`config.mk`:
```
export PLATFORM = sky130hd
export DESIGN_NAME = half_step_stepper_sequencer
export DESIGN_NICKNAME = d
export VERILOG_FILES = /design/src/hsss_pkg.sv /design/src/half_step_stepper_sequencer.sv /design/src/hsss_queue.sv /design/src/hsss_front.sv /design/src/hsss_back.sv
export SDC_FILE = /design/constraint.sdc
export NUM_CORES = 2
export LEC_CHECK = 0
export BUFFER_PORTS_ARGS = -buffer_cell sky130_fd_sc_hd__buf_2
export CAP_MARGIN = 20
export CORE_MARGIN = 10
export CORE_UTILIZATION = 65
export DETAILED_ROUTE_END_ITERATION = 8
export HOLD_SLACK_MARGIN = 0.03
export PLACE_DENSITY_LB_ADDON = 0.05
export SLEW_MARGIN = 25
export SYNTH_ARGS = -nofsm -noshare
export SYNTH_HDL_FRONTEND = slang
export SYNTH_HIERARCHICAL = 1
export SYNTH_SLANG_ARGS = --single-unit
```
`constraint.sdc`:
```
create_clock -name clk -period 9 [get_ports clk]
set_input_delay 0.9 -clock clk [delete_from_list [all_inputs] [get_ports clk]]
set_output_delay 0.9 -clock clk [all_outputs]
set_load 0.1 [all_outputs]
```
`src/hsss_pkg.sv`:
```
// Shared types, constants and pattern tables for the half-step stepper sequencer.
// Depends on nothing; every other file in src imports it.
package hsss_pkg;

	// Field widths of the request and status items
	localparam int COUNT_BITS = 24;
	localparam int STEP_W     = 24;
	localparam int ANGLE_W    = 24;
	localparam int SPR_W      = 16;
	localparam int COILS_W    = 4;
	localparam int LEFT_W     = 24;

	localparam logic [SPR_W-1:0] SPR_RESET = 16'd4096;

	// Command codes
	localparam logic [1:0] CMD_TICK   = 2'd0;
	localparam logic [1:0] CMD_LOAD   = 2'd1;
	localparam logic [1:0] CMD_ROTATE = 2'd2;

	// Degrees*256 to steps: divide by 92160 = 45 * 2^11.
	// The 2^11 part is a shift, the 45 part a reciprocal multiply.
	localparam int DEG_SHIFT   = 11;
	localparam int PROD_W      = ANGLE_W + SPR_W;
	localparam int SCALED_W    = PROD_W - DEG_SHIFT;
	localparam int RECIP_W     = 30;
	localparam int RECIP_SHIFT = 35;
	localparam logic [RECIP_W-1:0] RECIP_45 = 30'd763549742;
	localparam int RPROD_W     = SCALED_W + RECIP_W;
	localparam int MAG_W       = STEP_W;

	// Largest count the step counter holds
	localparam logic [32:0] COUNT_LIMIT = (33'd1 << COUNT_BITS) - 33'd1;

	// Queue between front and back
	localparam int QDEPTH = 8;
	localparam int QPTR_W = $clog2(QDEPTH);
	localparam int QCNT_W = $clog2(QDEPTH + 1);

	// Result queue in the back part
	localparam int OQ_DEPTH = 2;
	localparam int OQPTR_W  = $clog2(OQ_DEPTH);
	localparam int OQCNT_W  = $clog2(OQ_DEPTH + 1);

	typedef enum logic [1:0] {
		OP_TICK,
		OP_LOAD,
		OP_HOLD
	} op_kind_t;

	// Classified operation handed from front to back
	typedef struct packed {
		op_kind_t              kind;
		logic                  cw;
		logic [COUNT_BITS-1:0] count;
	} op_t;

	typedef struct packed {
		logic [1:0]                 command;
		logic signed [STEP_W-1:0]   step_count;
		logic signed [ANGLE_W-1:0]  angle;
	} request_t;

	typedef struct packed {
		logic [COILS_W-1:0] coils;
		logic               stepped;
		logic [LEFT_W-1:0]  steps_left;
		logic               clockwise_dir;
	} status_t;

	// Clockwise half-step coil patterns, indexed by phase - 1
	function automatic logic [COILS_W-1:0] cw_pattern(input logic [2:0] idx);
		logic [COILS_W-1:0] pat;
		unique case (idx)
			3'd0: pat = 4'h8;
			3'd1: pat = 4'hC;
			3'd2: pat = 4'h4;
			3'd3: pat = 4'h6;
			3'd4: pat = 4'h2;
			3'd5: pat = 4'h3;
			3'd6: pat = 4'h1;
			default: pat = 4'h9;
		endcase
		return pat;
	endfunction

	// Counter-clockwise patterns: clockwise table with the pin order mirrored
	function automatic logic [COILS_W-1:0] ccw_pattern(input logic [2:0] idx);
		logic [COILS_W-1:0] pat;
		unique case (idx)
			3'd0: pat = 4'h1;
			3'd1: pat = 4'h3;
			3'd2: pat = 4'h2;
			3'd3: pat = 4'h6;
			3'd4: pat = 4'h4;
			3'd5: pat = 4'hC;
			3'd6: pat = 4'h8;
			default: pat = 4'h9;
		endcase
		return pat;
	endfunction

	// Clamp a step magnitude to the counter range
	function automatic logic [COUNT_BITS-1:0] sat_count(input logic [MAG_W-1:0] mag);
		logic [COUNT_BITS-1:0] res;
		if (33'(mag) > COUNT_LIMIT) begin
			res = COUNT_BITS'(COUNT_LIMIT);
		end else begin
			res = COUNT_BITS'(mag);
		end
		return res;
	endfunction

endpackage

```
`src/half_step_stepper_sequencer.sv`:
```
// Top level of the half-step stepper sequencer: front, operation queue and back.
// Depends on hsss_pkg, hsss_front, hsss_queue and hsss_back.
//
//   port group              handshake              carries
//   request                 push / full            command, step_count, angle
//   status                  pop / empty            coils, stepped, steps_left, clockwise_dir
//   cfg_data                cfg_valid / cfg_ready  steps_per_rev
//
// One request per cycle sustained while full is low; each passes the stage 1 register, two more
// front stages for the angle multiplies, the queue and the state update ahead of its status.
// Reset: steps_per_rev 4096, phase 1, counter-clockwise, no steps left, coils off.
// full rises when eight requests are in flight or queued; a stalled status side fills the
// two-entry status queue and then the operation queue before full asserts.
module half_step_stepper_sequencer import hsss_pkg::*; (
	input  logic             clk,
	input  logic             arst_n,
	input  logic             push,
	output logic             full,
	input  request_t         request,
	output logic             empty,
	input  logic             pop,
	output status_t          status,
	input  logic             cfg_valid,
	output logic             cfg_ready,
	input  logic [SPR_W-1:0] cfg_data
);

	logic q_wr;
	logic q_rd;
	logic q_empty;
	op_t  q_wr_item;
	op_t  q_rd_item;

	// Accept and classify requests
	hsss_front u_front (
		.clk       (clk),
		.arst_n    (arst_n),
		.push      (push),
		.full      (full),
		.request   (request),
		.cfg_valid (cfg_valid),
		.cfg_ready (cfg_ready),
		.cfg_data  (cfg_data),
		.q_wr      (q_wr),
		.q_item    (q_wr_item),
		.q_rd      (q_rd)
	);

	// Decouple front and back
	hsss_queue u_queue (
		.clk     (clk),
		.arst_n  (arst_n),
		.wr_en   (q_wr),
		.wr_item (q_wr_item),
		.rd_en   (q_rd),
		.rd_item (q_rd_item),
		.empty   (q_empty)
	);

	// Carry out operations and queue status
	hsss_back u_back (
		.clk     (clk),
		.arst_n  (arst_n),
		.q_empty (q_empty),
		.q_item  (q_rd_item),
		.q_rd    (q_rd),
		.empty   (empty),
		.pop     (pop),
		.status  (status)
	);

endmodule

```
`src/hsss_queue.sv`:
```
// Small in-order queue of classified operations between front and back.
// Depends on hsss_pkg for op_t and the queue depth.
module hsss_queue import hsss_pkg::*; (
	input  logic clk,
	input  logic arst_n,
	input  logic wr_en,
	input  op_t  wr_item,
	input  logic rd_en,
	output op_t  rd_item,
	output logic empty
);

	op_t               mem [QDEPTH];
	logic [QPTR_W-1:0] wr_ptr_q;
	logic [QPTR_W-1:0] rd_ptr_q;
	logic [QCNT_W-1:0] cnt_q;

	// Store incoming operations
	always_ff @(posedge clk) begin
		if (wr_en) begin
			mem[wr_ptr_q] <= wr_item;
		end
	end

	// Advance pointers and fill count
	always_ff @(posedge clk or negedge arst_n) begin
		if (!arst_n) begin
			wr_ptr_q <= '0;
			rd_ptr_q <= '0;
			cnt_q    <= '0;
		end else begin
			if (wr_en) begin
				wr_ptr_q <= wr_ptr_q + 1'b1;
			end
			if (rd_en) begin
				rd_ptr_q <= rd_ptr_q + 1'b1;
			end
			case ({wr_en, rd_en})
				2'b10:   cnt_q <= cnt_q + 1'b1;
				2'b01:   cnt_q <= cnt_q - 1'b1;
				default: cnt_q <= cnt_q;
			endcase
		end
	end

	assign rd_item = mem[rd_ptr_q];
	assign empty   = (cnt_q == '0);

endmodule

```
`src/hsss_front.sv`:
```
// Front part: accepts requests, holds steps_per_rev, converts angles to step counts
// and pushes classified operations toward the back. Depends on hsss_pkg.
module hsss_front import hsss_pkg::*; (
	input  logic             clk,
	input  logic             arst_n,
	input  logic             push,
	output logic             full,
	input  request_t         request,
	input  logic             cfg_valid,
	output logic             cfg_ready,
	input  logic [SPR_W-1:0] cfg_data,
	output logic             q_wr,
	output op_t              q_item,
	input  logic             q_rd
);

	logic              accept;
	logic [SPR_W-1:0]  spr_q;
	logic [QCNT_W-1:0] used_q;

	op_kind_t          kind_in;
	logic              rot_in;
	logic [MAG_W-1:0]  load_mag_in;
	logic [ANGLE_W-1:0] abs_angle_in;

	logic               valid_s1, valid_s2, valid_s3;
	op_kind_t           kind_s1, kind_s2, kind_s3;
	logic               rot_s1, rot_s2, rot_s3;
	logic               neg_s1, neg_s2, neg_s3;
	logic               load_cw_s1, load_cw_s2, load_cw_s3;
	logic [MAG_W-1:0]   load_mag_s1, load_mag_s2, load_mag_s3;
	logic [ANGLE_W-1:0] abs_angle_s1;
	logic [PROD_W-1:0]  prod_s2;
	logic [RPROD_W-1:0] recip_s3;

	logic [MAG_W-1:0]   quot;
	logic               rot_cw;

	assign accept    = push & ~full;
	assign cfg_ready = 1'b1;

	// Hold the revolution setting
	always_ff @(posedge clk or negedge arst_n) begin
		if (!arst_n) begin
			spr_q <= SPR_RESET;
		end else if (cfg_valid) begin
			spr_q <= cfg_data;
		end
	end

	// Count requests in flight or queued; stall when the queue could overflow
	always_ff @(posedge clk or negedge arst_n) begin
		if (!arst_n) begin
			used_q <= '0;
		end else begin
			case ({accept, q_rd})
				2'b10:   used_q <= used_q + 1'b1;
				2'b01:   used_q <= used_q - 1'b1;
				default: used_q <= used_q;
			endcase
		end
	end

	assign full = (used_q == QCNT_W'(QDEPTH));

	// Classify the command
	always_comb begin
		rot_in = 1'b0;
		unique case (request.command)
			CMD_TICK:   kind_in = OP_TICK;
			CMD_LOAD:   kind_in = OP_LOAD;
			CMD_ROTATE: begin
				kind_in = OP_LOAD;
				rot_in  = 1'b1;
			end
			default:    kind_in = OP_HOLD;
		endcase
	end

	// Take magnitudes of the signed step count and angle
	assign load_mag_in  = request.step_count[STEP_W-1] ?
		MAG_W'(~request.step_count + 1'b1) : MAG_W'(request.step_count);
	assign abs_angle_in = request.angle[ANGLE_W-1] ?
		ANGLE_W'(~request.angle + 1'b1) : ANGLE_W'(request.angle);

	// Stage valid bits
	always_ff @(posedge clk or negedge arst_n) begin
		if (!arst_n) begin
			valid_s1 <= 1'b0;
			valid_s2 <= 1'b0;
			valid_s3 <= 1'b0;
		end else begin
			valid_s1 <= accept;
			valid_s2 <= valid_s1;
			valid_s3 <= valid_s2;
		end
	end

	// Stage 1: register classified request
	always_ff @(posedge clk) begin
		kind_s1      <= kind_in;
		rot_s1       <= rot_in;
		neg_s1       <= request.angle[ANGLE_W-1];
		load_cw_s1   <= ~request.step_count[STEP_W-1] & (|request.step_count);
		load_mag_s1  <= load_mag_in;
		abs_angle_s1 <= abs_angle_in;
	end

	// Stage 2: angle magnitude times steps per revolution
	always_ff @(posedge clk) begin
		kind_s2     <= kind_s1;
		rot_s2      <= rot_s1;
		neg_s2      <= neg_s1;
		load_cw_s2  <= load_cw_s1;
		load_mag_s2 <= load_mag_s1;
		prod_s2     <= PROD_W'(abs_angle_s1) * PROD_W'(spr_q);
	end

	// Stage 3: drop the 2^11 factor and multiply by the reciprocal of 45
	always_ff @(posedge clk) begin
		kind_s3     <= kind_s2;
		rot_s3      <= rot_s2;
		neg_s3      <= neg_s2;
		load_cw_s3  <= load_cw_s2;
		load_mag_s3 <= load_mag_s2;
		recip_s3    <= RPROD_W'(prod_s2[PROD_W-1:DEG_SHIFT]) * RPROD_W'(RECIP_45);
	end

	// Finish the quotient; a zero step number turns counter-clockwise
	assign quot   = MAG_W'(recip_s3[RPROD_W-1:RECIP_SHIFT]);
	assign rot_cw = ~neg_s3 & (|quot);

	always_comb begin
		q_wr        = valid_s3;
		q_item.kind = kind_s3;
		q_item.cw   = rot_s3 ? rot_cw : load_cw_s3;
		q_item.count = sat_count(rot_s3 ? quot : load_mag_s3);
	end

endmodule

```
`src/hsss_back.sv`:
```
// Back part: applies operations to phase, direction and count, drives the coil
// pattern and queues one status item per operation. Depends on hsss_pkg.
module hsss_back import hsss_pkg::*; (
	input  logic    clk,
	input  logic    arst_n,
	input  logic    q_empty,
	input  op_t     q_item,
	output logic    q_rd,
	output logic    empty,
	input  logic    pop,
	output status_t status
);

	logic [2:0]            phase_q;
	logic                  cw_q;
	logic [COUNT_BITS-1:0] remaining_q;
	logic [COILS_W-1:0]    coil_q;

	logic [2:0]            phase_nxt;
	logic                  cw_nxt;
	logic [COUNT_BITS-1:0] remaining_nxt;
	logic [COILS_W-1:0]    coil_nxt;
	logic                  stepped;

	status_t               oq_mem [OQ_DEPTH];
	logic [OQPTR_W-1:0]    oq_wr_q;
	logic [OQPTR_W-1:0]    oq_rd_q;
	logic [OQCNT_W-1:0]    oq_cnt_q;
	logic                  oq_pop;

	assign oq_pop = pop & ~empty;
	assign q_rd   = ~q_empty & (oq_cnt_q != OQCNT_W'(OQ_DEPTH));

	// Work out the state after this operation
	always_comb begin
		phase_nxt     = phase_q;
		cw_nxt        = cw_q;
		remaining_nxt = remaining_q;
		coil_nxt      = coil_q;
		stepped       = 1'b0;
		unique case (q_item.kind)
			OP_TICK: begin
				if (remaining_q != '0) begin
					coil_nxt      = cw_q ? cw_pattern(phase_q) : ccw_pattern(phase_q);
					phase_nxt     = phase_q + 3'd1;
					remaining_nxt = remaining_q - 1'b1;
					stepped       = 1'b1;
				end
			end
			OP_LOAD: begin
				cw_nxt        = q_item.cw;
				remaining_nxt = q_item.count;
			end
			default: begin
			end
		endcase
	end

	// Advance the motor state
	always_ff @(posedge clk or negedge arst_n) begin
		if (!arst_n) begin
			phase_q     <= '0;
			cw_q        <= 1'b0;
			remaining_q <= '0;
			coil_q      <= '0;
		end else if (q_rd) begin
			phase_q     <= phase_nxt;
			cw_q        <= cw_nxt;
			remaining_q <= remaining_nxt;
			coil_q      <= coil_nxt;
		end
	end

	// Store status items
	always_ff @(posedge clk) begin
		if (q_rd) begin
			oq_mem[oq_wr_q] <= '{
				coils:         coil_nxt,
				stepped:       stepped,
				steps_left:    LEFT_W'(remaining_nxt),
				clockwise_dir: cw_nxt
			};
		end
	end

	// Advance status queue pointers
	always_ff @(posedge clk or negedge arst_n) begin
		if (!arst_n) begin
			oq_wr_q  <= '0;
			oq_rd_q  <= '0;
			oq_cnt_q <= '0;
		end else begin
			if (q_rd) begin
				oq_wr_q <= oq_wr_q + 1'b1;
			end
			if (oq_pop) begin
				oq_rd_q <= oq_rd_q + 1'b1;
			end
			case ({q_rd, oq_pop})
				2'b10:   oq_cnt_q <= oq_cnt_q + 1'b1;
				2'b01:   oq_cnt_q <= oq_cnt_q - 1'b1;
				default: oq_cnt_q <= oq_cnt_q;
			endcase
		end
	end

	assign empty  = (oq_cnt_q == '0);
	assign status = oq_mem[oq_rd_q];

endmodule

```
==> run_results.csv <==
group,metric,value,unit
placement,gp_congestion,0.9829,
worst_setup_path,end_kind,"register",
drt,drt_iter0_drc,2081,
cells_and_area,seq_area,13300,um2
sta,finClkSkew,0.07770,ns
sta,timing.final.max_slew_violations,0,
worst_setup_path,crit_start,"u_front/prod_s2[21]",
clock_network,hold_buffers,0,
cells_and_area,final_net_count,5201,
worst_setup_path,cp-start-kind,"register",
logic_synthesis,yosysTopAreaCellShare,26.42,%
global_routing,grt_overflow,0,
drt,detail_route.wl_per_cell,21.28,um
clock_network,root_buffer,"clkbuf_16",
drt,post_drt_via_cell_ratio,5.738,
status,status,"finished, final reports clean",
worst_setup_path,critPathRequiredTime,9.58,ns
min_path,hp-class,"in2async",
logic_synthesis,yosys_register_bits,509,
worst_setup_path,crit_end,"u_front/recip_s3[52]",
sta,finalCritPeriodShare,82.18,%
logic_synthesis,synth-simple-area-share,9.109,%
clock_network,clkLatencyLatePin,0.66,ns
logic_synthesis,synth_top_cells_by_area,"fa_1 (26%), edfxtp_1 (18%), ha_1 (13%)",
logic_synthesis,ys.flop_type,"edfxtp_1",
logic_synthesis,synth_nets,5151,
logic_synthesis,synth_top_family_by_area,"adder cells",
global_routing,grt.total_usage,27.65,%
logic_synthesis,synth.largest_area_cell,"fa_1",
logic_synthesis,synth_compound_area_share,5.313,%
worst_setup_path,reg2reg_depth,22,
floorplan,core-area,68470,um2
logic_synthesis,async_flop_share,13.56,%
floorplan,dieArea,79930,um2
logic_synthesis,synth_warnings,6,
drt,dr.pass1.iters,7,
drt,ant_nets,0,
worst_setup_path,arrival,7.97,ns
logic_synthesis,syn_area,44860,um2
floorplan,start_util,65.53,%
logic_synthesis,synth_edf_count,276,
placement,hpwlAfterDp,82.87,mm
sta,rsz0062_at_grt,"false",
drt,drc,0,
floorplan,num_rows,96,
logic_synthesis,yosysUniqueCellTypes,96,
sta,max-slew-margin-rel,28.61,%
worst_setup_path,r2r_start,"u_front/prod_s2[21]",
sta,hold_viol,0,
worst_setup_path,crit_family,"adder cells",
drt,wirelength,106.7,mm
worst_setup_path,regToRegEndpoint,"u_front/recip_s3[52]",
worst_setup_path,rrSetupSlack,1.60,ns
global_routing,grt_max_degree,55,
worst_setup_path,crit_chain,"ha_1 -> ha_1 -> ha_1 -> inv_1 -> fa_1 -> inv_1 -> fa_1 -> inv_1 -> fa_1 -> fa_1 -> inv_1 -> fa_1 -> ha_1 -> a21o_1 -> a221oi_1 -> a22oi_1 -> a2111oi_0 -> o211ai_1 -> a311oi_1 -> o21bai_1 -> a221oi_1 -> xnor2_1",
flow_run,drv_cap,0,
sta,setup_tns,0,ns
worst_setup_path,critical_path.max_fanout,5,
clock_network,htree_levels,2,
sta,setup_violations,0,
clock_network,numCtsBuffers,51,
clock_network,numClockSinks,509,
logic_synthesis,synthMuxAreaShare,5.885,%
floorplan,io_pins,104,
worst_setup_path,cp.depth,22,
logic_synthesis,synth_xor_area_share,2.323,%
worst_setup_path,path_common_cell,"fa_1",
sta,min_period,7.396,ns
logic_synthesis,syn_area_per_cell,11.11,um2
clock_network,cts_setup_buffers,0,
worst_setup_path,path_class,"reg2reg",
logic_synthesis,syn_inst,4038,
cells_and_area,fillerInstances,5077,
global_routing,antenna_found_initial,1,
cells_and_area,multi_input_area,27670,um2
clock_network,clk_path_buf_depth,3,
floorplan,die_x,282.7,um
cells_and_area,area_growth_syn_to_layout,6.931,%
logic_synthesis,synth-seq-area-share,29.64,%
global_routing,grt_pass1_wl,169.8,mm
worst_setup_path,max_stage_delay,0.59,ns
placement,io_buffers,102,
worst_setup_path,crit_buf_inv,4,
clock_network,cts_tree,"built",
global_routing,grt_pass1_vias,30300,
drt,vias,28780,
sta,max_freq,135.2,MHz
clock_network,clk_pin_slew,0.07,ns
sta,tightest_slew,1.071,ns
floorplan,die_h,282.7,um
clock_network,cts_resized,0,
cells_and_area,drive_above_1_share,9.199,%
worst_setup_path,cpMaxStageDelayCell,"dfxtp_1",
logic_synthesis,synth_adder_area_share,38.97,%
-- cell usage in the layout (no fill, tap or decap), types with 63 or more instances in the layout --
| master | Yosys | layout |
|---|---|---|
| dfxtp_1 | 164 | 164 |
| nand2_1 | 356 | 356 |
| and2_1 | 120 | 120 |
| edfxtp_1 | 276 | 276 |
| fa_1 | 592 | 592 |
| nor2_1 | 101 | 94 |
| o21ai_0 | 63 | 63 |
| xnor2_1 | 84 | 84 |
| inv_1 | 900 | 900 |
| buf_2 | 5 | 101 |
| ha_1 | 450 | 450 |
| a21oi_1 | 78 | 78 |
| dfrtp_1 | 68 | 66 |
| mux2_2 | 103 | 103 |
-- stage by stage --
stage	cell area, um2	util, %	std cells	worst slack (ns)	hold slack, ns
final	47970	70.07	5015	1.604	0.2152
after global routing	47970	70.06	5013	1.234	0.2214
after CTS	47960	70.05	5013	1.686	0.2023
after detailed placement	46130	67.37	4917	1.636	0.3121
after global placement	46130	67.37	4917	1.639	0.3106
after floorplan	44860	-	4038	2.722	0.3096
-- state kept, by name (all words and copies together) (netlist names), 16 cells and up --
name and flops:
u_queue/mem 216, u_back/oq_mem 60, u_front/prod_s2 29, u_back/remaining_q 24, u_front/abs_angle_s1 24, u_front/load_mag_s1 24
u_front/load_mag_s2 24, u_front/load_mag_s3 24, u_front/recip_s3 24, u_front/spr_q 16
-- area by class of cell --
type,count,area share [%]
Clock buffer,65,2.965
Inverter,901,7.050
Antenna cell,2,0.01043
Clock inverter,31,0.8607
Timing Repair Buffer,123,1.398
Sequential cell,509,27.73
Tap cell,882,2.300
Multi-Input combinational cell,2502,57.69
-- synthesized netlist by cell type, drive strengths merged (10+ instances only) --
library cell / n
edfxtp: 276
ha: 450
and4: 10
dfrtp: 68
buf: 22
xnor2: 84
a211oi: 12
a31oi: 11
nand2: 357
o31ai: 16
fa: 592
or4: 14
and2: 121
nand3: 48
o21ai: 68
or3: 21
or2: 10
a21o: 37
o211ai: 25
mux2i: 14
nor2b: 13
nor2: 101
xor2: 35
nand4: 19
a21oi: 78
inv: 901
clkbuf: 104
and3: 16
dfxtp: 164
nor4: 20
mux4: 54
a22oi: 15
nor3: 35
mux2: 103
nand2b: 16
a211o: 10
-- logic make-up after synthesis --
kind of cell | Yosys count
buffers and inverters | 1027
and+or+nand+nor | 820
xor gates and xnor gates | 119
AOI/OAI and AO/OA | 349
DFF | 509
muxes | 171
adders and majority gates | 1042
other | 1
-- how the worst min path moves through the flow --
stage,start,endpoint,slack (ns),depth (start not counted)
finish,arst_n,u_back/remaining_q[23],0.22,1
global route,arst_n,u_back/remaining_q[23],0.22,1
CTS,arst_n,u_back/remaining_q[23],0.20,1
detailed placement,u_front/load_mag_s1[13],u_front/load_mag_s2[13],0.31,0
global placement,u_front/load_mag_s1[13],u_front/load_mag_s2[13],0.31,0
floorplan,u_front/kind_s1[0],u_front/kind_s2[0],0.31,0
-- routing by layer --
metal | part of all wire [%] | GRT usage, % | routed length (um)
met1 | 41 | 36.15 | 43700
met2 | 49 | 46.60 | 52470
met3 | 5.8 | 3.740 | 6204
met4 | 4.1 | 10.71 | 4333
met5 | 0 | 0 | 0
Power is left out: the tool's default activity adds up to more than one toggle a clock period on the data nets, which glitch-free logic cannot reach.
